<file path="src/rgsr_pkg.sv">
// Shared types and constants for the run-length glyph span rasterizer.
// Holds the beat payload structs, the configuration struct and the decode phases.
// No dependencies.
package rgsr_pkg;

  localparam int COORD_BITS = 16;
  localparam int EXT_BITS   = COORD_BITS + 1;
  localparam int CLIP_BITS  = 11;
  localparam int CFG_IDX_BITS  = 3;
  localparam int CFG_DATA_BITS = 11;

  localparam logic [CFG_IDX_BITS-1:0] CFG_PEN_COLOR   = 3'd0;
  localparam logic [CFG_IDX_BITS-1:0] CFG_CLIP_LEFT   = 3'd1;
  localparam logic [CFG_IDX_BITS-1:0] CFG_CLIP_RIGHT  = 3'd2;
  localparam logic [CFG_IDX_BITS-1:0] CFG_CLIP_TOP    = 3'd3;
  localparam logic [CFG_IDX_BITS-1:0] CFG_CLIP_BOTTOM = 3'd4;

  localparam logic [CLIP_BITS-1:0] CLIP_RIGHT_RESET  = 11'd640;
  localparam logic [CLIP_BITS-1:0] CLIP_BOTTOM_RESET = 11'd480;

  typedef enum logic [2:0] {
    PH_IDLE,
    PH_WIDTH,
    PH_HEIGHT,
    PH_XOFF,
    PH_YOFF,
    PH_COUNT,
    PH_SKIP,
    PH_RUN
  } phase_t;

  typedef struct packed {
    logic              glyph_start;
    logic signed [11:0] origin_x;
    logic signed [11:0] origin_y;
    logic [7:0]        glyph_byte;
  } item_t;

  typedef struct packed {
    logic                 span_valid;
    logic [CLIP_BITS-1:0] span_x;
    logic [CLIP_BITS-1:0] span_y;
    logic [7:0]           span_len;
    logic [7:0]           span_color;
    logic                 glyph_done;
    logic [7:0]           glyph_width;
  } span_t;

  typedef struct packed {
    logic [7:0]           pen_color;
    logic [CLIP_BITS-1:0] clip_left;
    logic [CLIP_BITS-1:0] clip_right;
    logic [CLIP_BITS-1:0] clip_top;
    logic [CLIP_BITS-1:0] clip_bottom;
  } cfg_t;

endpackage

</file>
<file path="src/rgsr_cfg_regs.sv">
// Configuration register bank: pen color and clip rectangle.
// Depends on rgsr_pkg.
module rgsr_cfg_regs (
  input  logic                                clk,
  input  logic                                rst_n,
  input  logic                                cfg_we,
  input  logic [rgsr_pkg::CFG_IDX_BITS-1:0]   cfg_index,
  input  logic [rgsr_pkg::CFG_DATA_BITS-1:0]  cfg_wdata,
  output rgsr_pkg::cfg_t                      cfg
);

  rgsr_pkg::cfg_t cfg_r;

  always_ff @(posedge clk) begin
    if (!rst_n) begin
      cfg_r.pen_color   <= '0;
      cfg_r.clip_left   <= '0;
      cfg_r.clip_right  <= rgsr_pkg::CLIP_RIGHT_RESET;
      cfg_r.clip_top    <= '0;
      cfg_r.clip_bottom <= rgsr_pkg::CLIP_BOTTOM_RESET;
    end else if (cfg_we) begin
      case (cfg_index)
        rgsr_pkg::CFG_PEN_COLOR:   cfg_r.pen_color   <= cfg_wdata[7:0];
        rgsr_pkg::CFG_CLIP_LEFT:   cfg_r.clip_left   <= cfg_wdata;
        rgsr_pkg::CFG_CLIP_RIGHT:  cfg_r.clip_right  <= cfg_wdata;
        rgsr_pkg::CFG_CLIP_TOP:    cfg_r.clip_top    <= cfg_wdata;
        rgsr_pkg::CFG_CLIP_BOTTOM: cfg_r.clip_bottom <= cfg_wdata;
        default: ;
      endcase
    end
  end

  assign cfg = cfg_r;

endmodule

</file>
<file path="src/rgsr_span_clip.sv">
// Clips one run at the pen position against the configured rectangle.
// Purely combinational; depends on rgsr_pkg.
module rgsr_span_clip (
  input  logic signed [rgsr_pkg::COORD_BITS-1:0] cursor_x,
  input  logic signed [rgsr_pkg::COORD_BITS-1:0] cursor_y,
  input  logic [7:0]                             run_len,
  input  rgsr_pkg::cfg_t                         cfg,
  output logic                                   span_valid,
  output logic [rgsr_pkg::CLIP_BITS-1:0]         span_x,
  output logic [rgsr_pkg::CLIP_BITS-1:0]         span_y,
  output logic [7:0]                             span_len,
  output logic [7:0]                             span_color
);

  localparam int EB = rgsr_pkg::EXT_BITS;
  localparam int CB = rgsr_pkg::CLIP_BITS;

  logic signed [EB-1:0] x_ext, y_ext, run_ext, stop_raw;
  logic signed [EB-1:0] left_ext, right_ext, top_ext, bottom_ext;
  logic signed [EB-1:0] start, stop, diff;
  logic                 visible;

  // The run's own end column is one bit wider so it never wraps.
  assign x_ext      = {cursor_x[rgsr_pkg::COORD_BITS-1], cursor_x};
  assign y_ext      = {cursor_y[rgsr_pkg::COORD_BITS-1], cursor_y};
  assign run_ext    = {{(EB-8){1'b0}}, run_len};
  assign left_ext   = {{(EB-CB){1'b0}}, cfg.clip_left};
  assign right_ext  = {{(EB-CB){1'b0}}, cfg.clip_right};
  assign top_ext    = {{(EB-CB){1'b0}}, cfg.clip_top};
  assign bottom_ext = {{(EB-CB){1'b0}}, cfg.clip_bottom};
  assign stop_raw   = x_ext + run_ext;

  always_comb begin
    start   = (x_ext < left_ext) ? left_ext : x_ext;
    stop    = (stop_raw > right_ext) ? right_ext : stop_raw;
    diff    = stop - start;
    visible = (start < stop) && (y_ext >= top_ext) && (y_ext < bottom_ext);
  end

  assign span_valid = visible;
  assign span_x     = visible ? start[CB-1:0] : '0;
  assign span_y     = visible ? cursor_y[CB-1:0] : '0;
  assign span_len   = visible ? diff[7:0] : '0;
  assign span_color = visible ? cfg.pen_color : '0;

endmodule

</file>
<file path="src/rgsr_decoder.sv">
// Glyph record decoder: phase sequencer, pen cursors and row/entry counters.
// Computes the result of the current beat; depends on rgsr_pkg and rgsr_span_clip.
module rgsr_decoder (
  input  logic            clk,
  input  logic            rst_n,
  input  logic            fire,
  input  rgsr_pkg::item_t item,
  input  rgsr_pkg::cfg_t  cfg,
  output rgsr_pkg::span_t result
);

  localparam int CB = rgsr_pkg::COORD_BITS;

  rgsr_pkg::phase_t phase_r, phase_nxt;
  logic signed [CB-1:0] cursor_x_r, cursor_x_nxt;
  logic signed [CB-1:0] cursor_y_r, cursor_y_nxt;
  logic signed [CB-1:0] row_start_x_r, row_start_x_nxt;
  logic [7:0] rows_left_r, rows_left_nxt;
  logic [7:0] entries_left_r, entries_left_nxt;
  logic [7:0] width_seen_r, width_seen_nxt;

  logic signed [CB-1:0] byte_ext, x_plus_byte, y_plus_byte, y_plus_one;
  logic [7:0] entries_dec, rows_dec;
  logic       is_entry, row_end, glyph_end;
  logic       clip_valid;
  logic [rgsr_pkg::CLIP_BITS-1:0] clip_x, clip_y;
  logic [7:0] clip_len, clip_color;

  assign byte_ext    = {{(CB-8){1'b0}}, item.glyph_byte};
  assign x_plus_byte = cursor_x_r + byte_ext;
  assign y_plus_byte = cursor_y_r + byte_ext;
  assign y_plus_one  = cursor_y_r + {{(CB-1){1'b0}}, 1'b1};
  assign entries_dec = entries_left_r - 8'd1;
  assign rows_dec    = rows_left_r - 8'd1;

  // Skip and run bytes both consume a row entry; the last one closes the row.
  assign is_entry  = !item.glyph_start && (phase_r == rgsr_pkg::PH_SKIP ||
                                           phase_r == rgsr_pkg::PH_RUN);
  assign row_end   = is_entry && (entries_dec == 8'd0);
  assign glyph_end = row_end && (rows_dec == 8'd0);

  rgsr_span_clip u_clip (
    .cursor_x   (cursor_x_r),
    .cursor_y   (cursor_y_r),
    .run_len    (item.glyph_byte),
    .cfg        (cfg),
    .span_valid (clip_valid),
    .span_x     (clip_x),
    .span_y     (clip_y),
    .span_len   (clip_len),
    .span_color (clip_color)
  );

  // Next phase.
  always_comb begin
    phase_nxt = phase_r;
    if (item.glyph_start) begin
      phase_nxt = rgsr_pkg::PH_WIDTH;
    end else begin
      case (phase_r)
        rgsr_pkg::PH_IDLE:   phase_nxt = rgsr_pkg::PH_IDLE;
        rgsr_pkg::PH_WIDTH:  phase_nxt = rgsr_pkg::PH_HEIGHT;
        rgsr_pkg::PH_HEIGHT: phase_nxt = rgsr_pkg::PH_XOFF;
        rgsr_pkg::PH_XOFF:   phase_nxt = rgsr_pkg::PH_YOFF;
        rgsr_pkg::PH_YOFF:   phase_nxt = rgsr_pkg::PH_COUNT;
        rgsr_pkg::PH_COUNT:  phase_nxt = rgsr_pkg::PH_SKIP;
        rgsr_pkg::PH_SKIP, rgsr_pkg::PH_RUN: begin
          if (glyph_end) begin
            phase_nxt = rgsr_pkg::PH_IDLE;
          end else if (row_end) begin
            phase_nxt = rgsr_pkg::PH_COUNT;
          end else if (phase_r == rgsr_pkg::PH_SKIP) begin
            phase_nxt = rgsr_pkg::PH_RUN;
          end else begin
            phase_nxt = rgsr_pkg::PH_SKIP;
          end
        end
        default: phase_nxt = rgsr_pkg::PH_IDLE;
      endcase
    end
  end

  // Next cursor and counter values.
  always_comb begin
    cursor_x_nxt     = cursor_x_r;
    cursor_y_nxt     = cursor_y_r;
    row_start_x_nxt  = row_start_x_r;
    rows_left_nxt    = rows_left_r;
    entries_left_nxt = entries_left_r;
    width_seen_nxt   = width_seen_r;
    if (item.glyph_start) begin
      cursor_x_nxt     = {{(CB-12){item.origin_x[11]}}, item.origin_x};
      cursor_y_nxt     = {{(CB-12){item.origin_y[11]}}, item.origin_y};
      row_start_x_nxt  = {{(CB-12){item.origin_x[11]}}, item.origin_x};
      rows_left_nxt    = '0;
      entries_left_nxt = '0;
      width_seen_nxt   = '0;
    end else begin
      case (phase_r)
        rgsr_pkg::PH_WIDTH:  width_seen_nxt = item.glyph_byte;
        rgsr_pkg::PH_HEIGHT: rows_left_nxt  = item.glyph_byte;
        rgsr_pkg::PH_XOFF: begin
          cursor_x_nxt    = x_plus_byte;
          row_start_x_nxt = x_plus_byte;
        end
        rgsr_pkg::PH_YOFF:   cursor_y_nxt     = y_plus_byte;
        rgsr_pkg::PH_COUNT:  entries_left_nxt = item.glyph_byte;
        rgsr_pkg::PH_SKIP, rgsr_pkg::PH_RUN: begin
          entries_left_nxt = entries_dec;
          if (row_end) begin
            cursor_x_nxt  = row_start_x_r;
            cursor_y_nxt  = y_plus_one;
            rows_left_nxt = rows_dec;
          end else begin
            cursor_x_nxt = x_plus_byte;
          end
        end
        default: ;
      endcase
    end
  end

  // Result of the current beat.
  always_comb begin
    result             = '0;
    result.glyph_done  = glyph_end;
    result.glyph_width = width_seen_nxt;
    if (!item.glyph_start && phase_r == rgsr_pkg::PH_RUN) begin
      result.span_valid = clip_valid;
      result.span_x     = clip_x;
      result.span_y     = clip_y;
      result.span_len   = clip_len;
      result.span_color = clip_color;
    end
  end

  always_ff @(posedge clk) begin
    if (!rst_n) begin
      phase_r        <= rgsr_pkg::PH_IDLE;
      cursor_x_r     <= '0;
      cursor_y_r     <= '0;
      row_start_x_r  <= '0;
      rows_left_r    <= '0;
      entries_left_r <= '0;
      width_seen_r   <= '0;
    end else if (fire) begin
      phase_r        <= phase_nxt;
      cursor_x_r     <= cursor_x_nxt;
      cursor_y_r     <= cursor_y_nxt;
      row_start_x_r  <= row_start_x_nxt;
      rows_left_r    <= rows_left_nxt;
      entries_left_r <= entries_left_nxt;
      width_seen_r   <= width_seen_nxt;
    end
  end

endmodule

</file>
<file path="src/rle_glyph_span_rasterizer_unit.sv">
// Run-length glyph span rasterizer: one glyph byte in per beat, one span result out per beat.
// A start beat loads the pen origin; header, row counts, skip and run bytes follow. Each
// beat is registered at the input, decoded in a single combinational pass and registered
// at the output, so one beat is taken every cycle unless the output stalls. An accepted
// beat's result enters the output register once it frees up. While a result is stalled,
// one more beat can still enter the input register; only then does the input stall.
// Configuration writes are taken at any time but must only change while the unit is idle.
// Depends on rgsr_pkg, rgsr_cfg_regs, rgsr_span_clip and rgsr_decoder.
module rle_glyph_span_rasterizer_unit (
  input  logic                               clk,
  input  logic                               rst_n,
  input  logic                               in_valid,
  output logic                               in_stall,
  input  rgsr_pkg::item_t                    in_data,
  output logic                               out_valid,
  input  logic                               out_stall,
  output rgsr_pkg::span_t                    out_data,
  input  logic                               cfg_we,
  input  logic [rgsr_pkg::CFG_IDX_BITS-1:0]  cfg_index,
  input  logic [rgsr_pkg::CFG_DATA_BITS-1:0] cfg_wdata
);

  rgsr_pkg::cfg_t  cfg;
  rgsr_pkg::item_t s1_item_r;
  rgsr_pkg::span_t out_data_r, result;
  logic s1_valid_r, out_valid_r;
  logic advance, fire, in_accept;

  // The output register moves whenever it is empty or being drained.
  assign advance   = !out_valid_r || !out_stall;
  assign fire      = s1_valid_r && advance;
  assign in_stall  = s1_valid_r && !advance;
  assign in_accept = in_valid && !in_stall;

  rgsr_cfg_regs u_cfg (
    .clk       (clk),
    .rst_n     (rst_n),
    .cfg_we    (cfg_we),
    .cfg_index (cfg_index),
    .cfg_wdata (cfg_wdata),
    .cfg       (cfg)
  );

  rgsr_decoder u_dec (
    .clk    (clk),
    .rst_n  (rst_n),
    .fire   (fire),
    .item   (s1_item_r),
    .cfg    (cfg),
    .result (result)
  );

  always_ff @(posedge clk) begin
    if (!rst_n) begin
      s1_valid_r <= 1'b0;
    end else if (in_accept) begin
      s1_valid_r <= 1'b1;
    end else if (fire) begin
      s1_valid_r <= 1'b0;
    end
  end

  always_ff @(posedge clk) begin
    if (in_accept) begin
      s1_item_r <= in_data;
    end
  end

  always_ff @(posedge clk) begin
    if (!rst_n) begin
      out_valid_r <= 1'b0;
    end else if (advance) begin
      out_valid_r <= s1_valid_r;
    end
  end

  always_ff @(posedge clk) begin
    if (fire) begin
      out_data_r <= result;
    end
  end

  assign out_valid = out_valid_r;
  assign out_data  = out_data_r;

endmodule

</file>
<file path="config.mk">
export PLATFORM = sky130hd
export DESIGN_NAME = rle_glyph_span_rasterizer_unit
export DESIGN_NICKNAME = d
export VERILOG_FILES = /design/src/rgsr_pkg.sv /design/src/rgsr_cfg_regs.sv /design/src/rgsr_span_clip.sv /design/src/rgsr_decoder.sv /design/src/rle_glyph_span_rasterizer_unit.sv
export SDC_FILE = /design/constraint.sdc
export NUM_CORES = 1
export LEC_CHECK = 0
export ABC_AREA = 0
export BUFFER_PORTS_ARGS = -buffer_cell sky130_fd_sc_hd__buf_2
export CAP_MARGIN = 40
export CORE_ASPECT_RATIO = 1.25
export CORE_MARGIN = 2
export CORE_UTILIZATION = 55
export DETAILED_ROUTE_END_ITERATION = 8
export PLACE_DENSITY = 0.76
export SLEW_MARGIN = 25
export SYNTH_ARGS = -nofsm -noshare
export SYNTH_HDL_FRONTEND = slang
export SYNTH_SLANG_ARGS = --single-unit
</file>
<file path="constraint.sdc">
create_clock -name clk -period 6 [get_ports clk]
set_clock_uncertainty 0.15 [all_clocks]
set_input_delay 0.6 -clock clk [delete_from_list [all_inputs] [get_ports clk]]
set_output_delay 0.6 -clock clk [all_outputs]
set_load 0.005 [all_outputs]
</file>
==> results.yml <==
flow_run:
  max_cap_violations: 0
setup_path:
  end_kind: "flip-flop"
  r2r-end: "out_data[24]"
  r2r-start: "s1_item_r[2]"
  crit_type: "reg2reg"
  worstPathMaxFanout: 39
  critical_path_buf_inv_count: 1
  critPathRequiredTime_ns: 6.17
  crit_family: "compound AO/OA/AOI/OAI gates"
  start_kind: "flip-flop"
  cp_slowest_stage_delay_ns: 0.53
  worstPathArrival_ns: 5.85
  r2r_setup_slack_ns: 0.32
  r2r_cells: 20
  slowest_stage: "edfxtp_1"
  crit_path_cell_trace: "ha_1, o21ai_1, o211ai_4, and3_1, o21ai_1, xnor2_1, ha_1, nand2_1, or4_1, a21oi_1, a31oi_4, mux2i_1, ha_1, a21o_1, a21o_1, a21oi_1, o21ai_1, a221o_1, buf_4, nor4b_1"
sta:
  worst_slew_pin_slew_ns: 0.800
  relSlewSlack_pct: 46.5
  min_period_ns: 5.68
  setup_violations: 0
  post-route-period-util_pct: 94.7
  max_freq_mhz: 176
  finalHoldViolations: 0
  slew_violations: 0
  fin_tns_setup_ns: 0
  rsz0062_at_grt: "no"
clock_tree:
  clk_pin_slew_ns: 0.07
  h-tree-depth: 1
  insertion_delay_ns: 0.51
  cts.sinks: 210
  holdBufCountCts: 0
  tritoncts: "yes"
  cts_buffers: 22
  clockBufferDepth: 3
  root_buffer: "clkbuf_16"
  post_cts_buffers: 0
route:
  detail-route-antenna-nets: 0
  vias: 10100
  drc_errors: 0
  routedWlPerCell_um: 18.1
  route.final.wire_length_um: 30700
  drt_iter0_drc: 785
  first_pass_iters: 5
  avgViaCountPerCell: 5.96
synth:
  netlist_area_um2: 11800
  synth-main-ff-cell: "dfxtp_1"
  syn_area_per_cell_um2: 8.94
  synthArstFlopShare_pct: 0
  synth-edff-count: 81
  syn-instance-count: 1319
  synth.area.top_cells: "dfxtp_1 (22%), edfxtp_1 (21%), ha_1 (9.3%)"
  ys_types: 73
  yosysSeqAreaShare_pct: 42.5
  synth.top_cell.area_share_pct: 21.9
  syn_nets: 1462
  ys_warn_count: 0
  yosys.area.top_type: "dfxtp_1"
  ys_ff_latch: 210
floorplan:
  dieArea_um2: 22600
  start_util_pct: 56.3
  rows: 59
  die_h_um: 168
  die_x_um: 135
  ioPinCount: 102
  core_area_um2: 21000
placement:
  dp_cells: 1652
  place_area_um2: 12600
  dp_hpwl_um: 21800
  gp_congestion: 0.929
  numPortBuffers: 101
grt:
  grt_start_max_net_pins: 76
  grtUsageTotal_pct: 26.8
  antenna_found_initial: 0
  grt_pass1_vias: 9615
  grt_pass1_wl_um: 48800
  overflow: 0
hold_path:
  hold_depth: 1
  whs_endpoint: "s1_item_r[22]"
  hp-start: "in_data[22]"
  hp-class: "in2reg"
final_layout:
  n_antenna_cell: 0
  drive_gt1_share_pct: 14.0
  final_cell_area_um2: 13500
  layout.nets: 1551
  area.growth.synth_to_final_pct: 14.2
  stdcell_count: 1698
  fin_util_pct: 64.2
run_status:
  outcome: "finished clean"
pwr:
  ir_drop_mv: 0.202
  total_power_uw: 3620
  p_leak_uw: 0.00535
  powerDensity_nw_per_um2: 269
## layer usage
layer	vias up	GRT usage, %	share of wire (%)
li1	4894	-	-
met1	4783	34.9	43
met2	370	45.1	47
met3	67	3.30	6.4
met4	0	10.8	3.4
met5	-	0	0
## worst reg2reg max path: stages (launching register included)
cell and delay, ns:
edfxtp_1 0.53, ha_1 0.46, o21ai_1 0.14, o211ai_4 0.26, and3_1 0.19, o21ai_1 0.07
xnor2_1 0.43, ha_1 0.21, nand2_1 0.07, or4_1 0.46, a21oi_1 0.25, a31oi_4 0.22
mux2i_1 0.17, ha_1 0.32, a21o_1 0.18, a21o_1 0.17, a21oi_1 0.25, o21ai_1 0.13
a221o_1 0.28, buf_4 0.26, nor4b_1 0.30
## Yosys cell counts, types with 7 or more instances
cell	count
a211oi_1	17
a21o_1	14
a21oi_1	136
a221oi_1	9
and3_1	16
buf_1	8
buf_2	8
clkbuf_1	50
dfxtp_1	129
edfxtp_1	81
ha_1	88
inv_1	72
mux2_1	7
mux2_2	7
mux2i_1	38
nand2_1	203
nand2b_1	15
nand3_1	25
nand4_1	9
nor2_1	101
nor2b_1	11
nor3_1	26
nor3b_1	23
o211ai_1	21
o21a_1	15
o21ai_0	42
o21ai_1	21
o31ai_1	9
xnor2_1	24
## layout by cell type (no fill, tap or decap), drive strengths merged, types with 4 or more instances in the layout
master	netlist	final
o311ai	4	4
o221a	5	5
edfxtp	81	81
mux2i	38	38
nand3	25	25
a311oi	5	5
mux2	14	14
a221oi	9	9
o21a	15	15
nor4	6	6
o21ai	64	64
buf	17	132
a22oi	5	5
nand2b	15	15
xnor2	24	24
nand4	9	9
o211ai	22	22
and4	4	4
o21bai	4	4
and3	16	16
nor3b	23	23
a31oi	6	6
xor2	6	6
a21o	14	14
ha	88	88
inv	72	73
a211oi	18	18
dfxtp	129	129
a21oi	137	137
nor3	26	26
nand2	204	204
clkbuf	50	31
or2	5	5
nor2	103	103
o31ai	9	9
nor2b	11	11
## worst max-delay path by stage
stage              endpoint  cells past startpoint  slack (ns)    startpoint
6_report       out_data[24]                     20        0.32  s1_item_r[2]
4_1_cts        out_data[24]                     20        0.25  s1_item_r[0]
3_5_place_dp   out_data[20]                     20        0.25  s1_item_r[0]
3_3_place_gp   out_data[24]                     20        0.41  s1_item_r[0]
2_1_floorplan  out_data[37]                     24        0.56  s1_item_r[0]
5_1_grt        out_data[43]                     20        0.02  s1_item_r[2]
## report_power, final
| group | switching (uW) | internal, uW | total (uW) |
|---|---|---|---|
| combinational | 344 | 242 | 587 |
| clock | 567 | 895 | 1460 |
| sequential | 43.8 | 1530 | 1580 |
| total | 955 | 2670 | 3620 |
## through the flow
stage               worst slack (ns)  hold slack, ns
finish                         0.319           0.108
global placement               0.414           0.288
global route                  0.0176          0.0998
CTS                            0.252          0.0967
floorplan                      0.558           0.279
detailed placement             0.248           0.295
## area by class of cell
type,count,area (um^2)
Multi-Input combinational cell,970,6260
Sequential cell,210,5010
Fill cell,1732,7500
Inverter,72,270
Clock buffer,31,658
Tap cell,274,343
Clock inverter,9,124
Timing Repair Buffer,132,790
## cells by family (layout without fill, tap and decap cells)
kind of cell,count (synthesis),in the layout,share of synthesized area (%)
adder cells (fa/ha/maj),91,91,9.85
AND/OR/NAND/NOR,460,460,18.0
flip-flops,210,210,42.5
multiplexers,52,52,4.56
buffers and inverters,139,244,4.57
XOR/XNOR,30,30,2.23
AO/OA/AOI/OAI,337,337,18.3
## registers in the layout (all words and copies together), names as in the netlist
name / flops
out_data: 48
out_valid: 1
s1_item_r: 33
s1_valid_r: 1
u_cfg.cfg: 52
u_dec.cursor_x_r: 16
u_dec.cursor_y_r: 16
u_dec.entries_left_r: 8
u_dec.phase_r: 3
u_dec.row_start_x_r: 16
u_dec.rows_left_r: 8
u_dec.width_seen_r: 8
## what timing repair did
item,CTS,global route
endpoints found under the setup margin,0,9
resized for setup,0,1
hold endpoints to repair,0,0
Note: power is estimated with default switching activity, not from simulation.
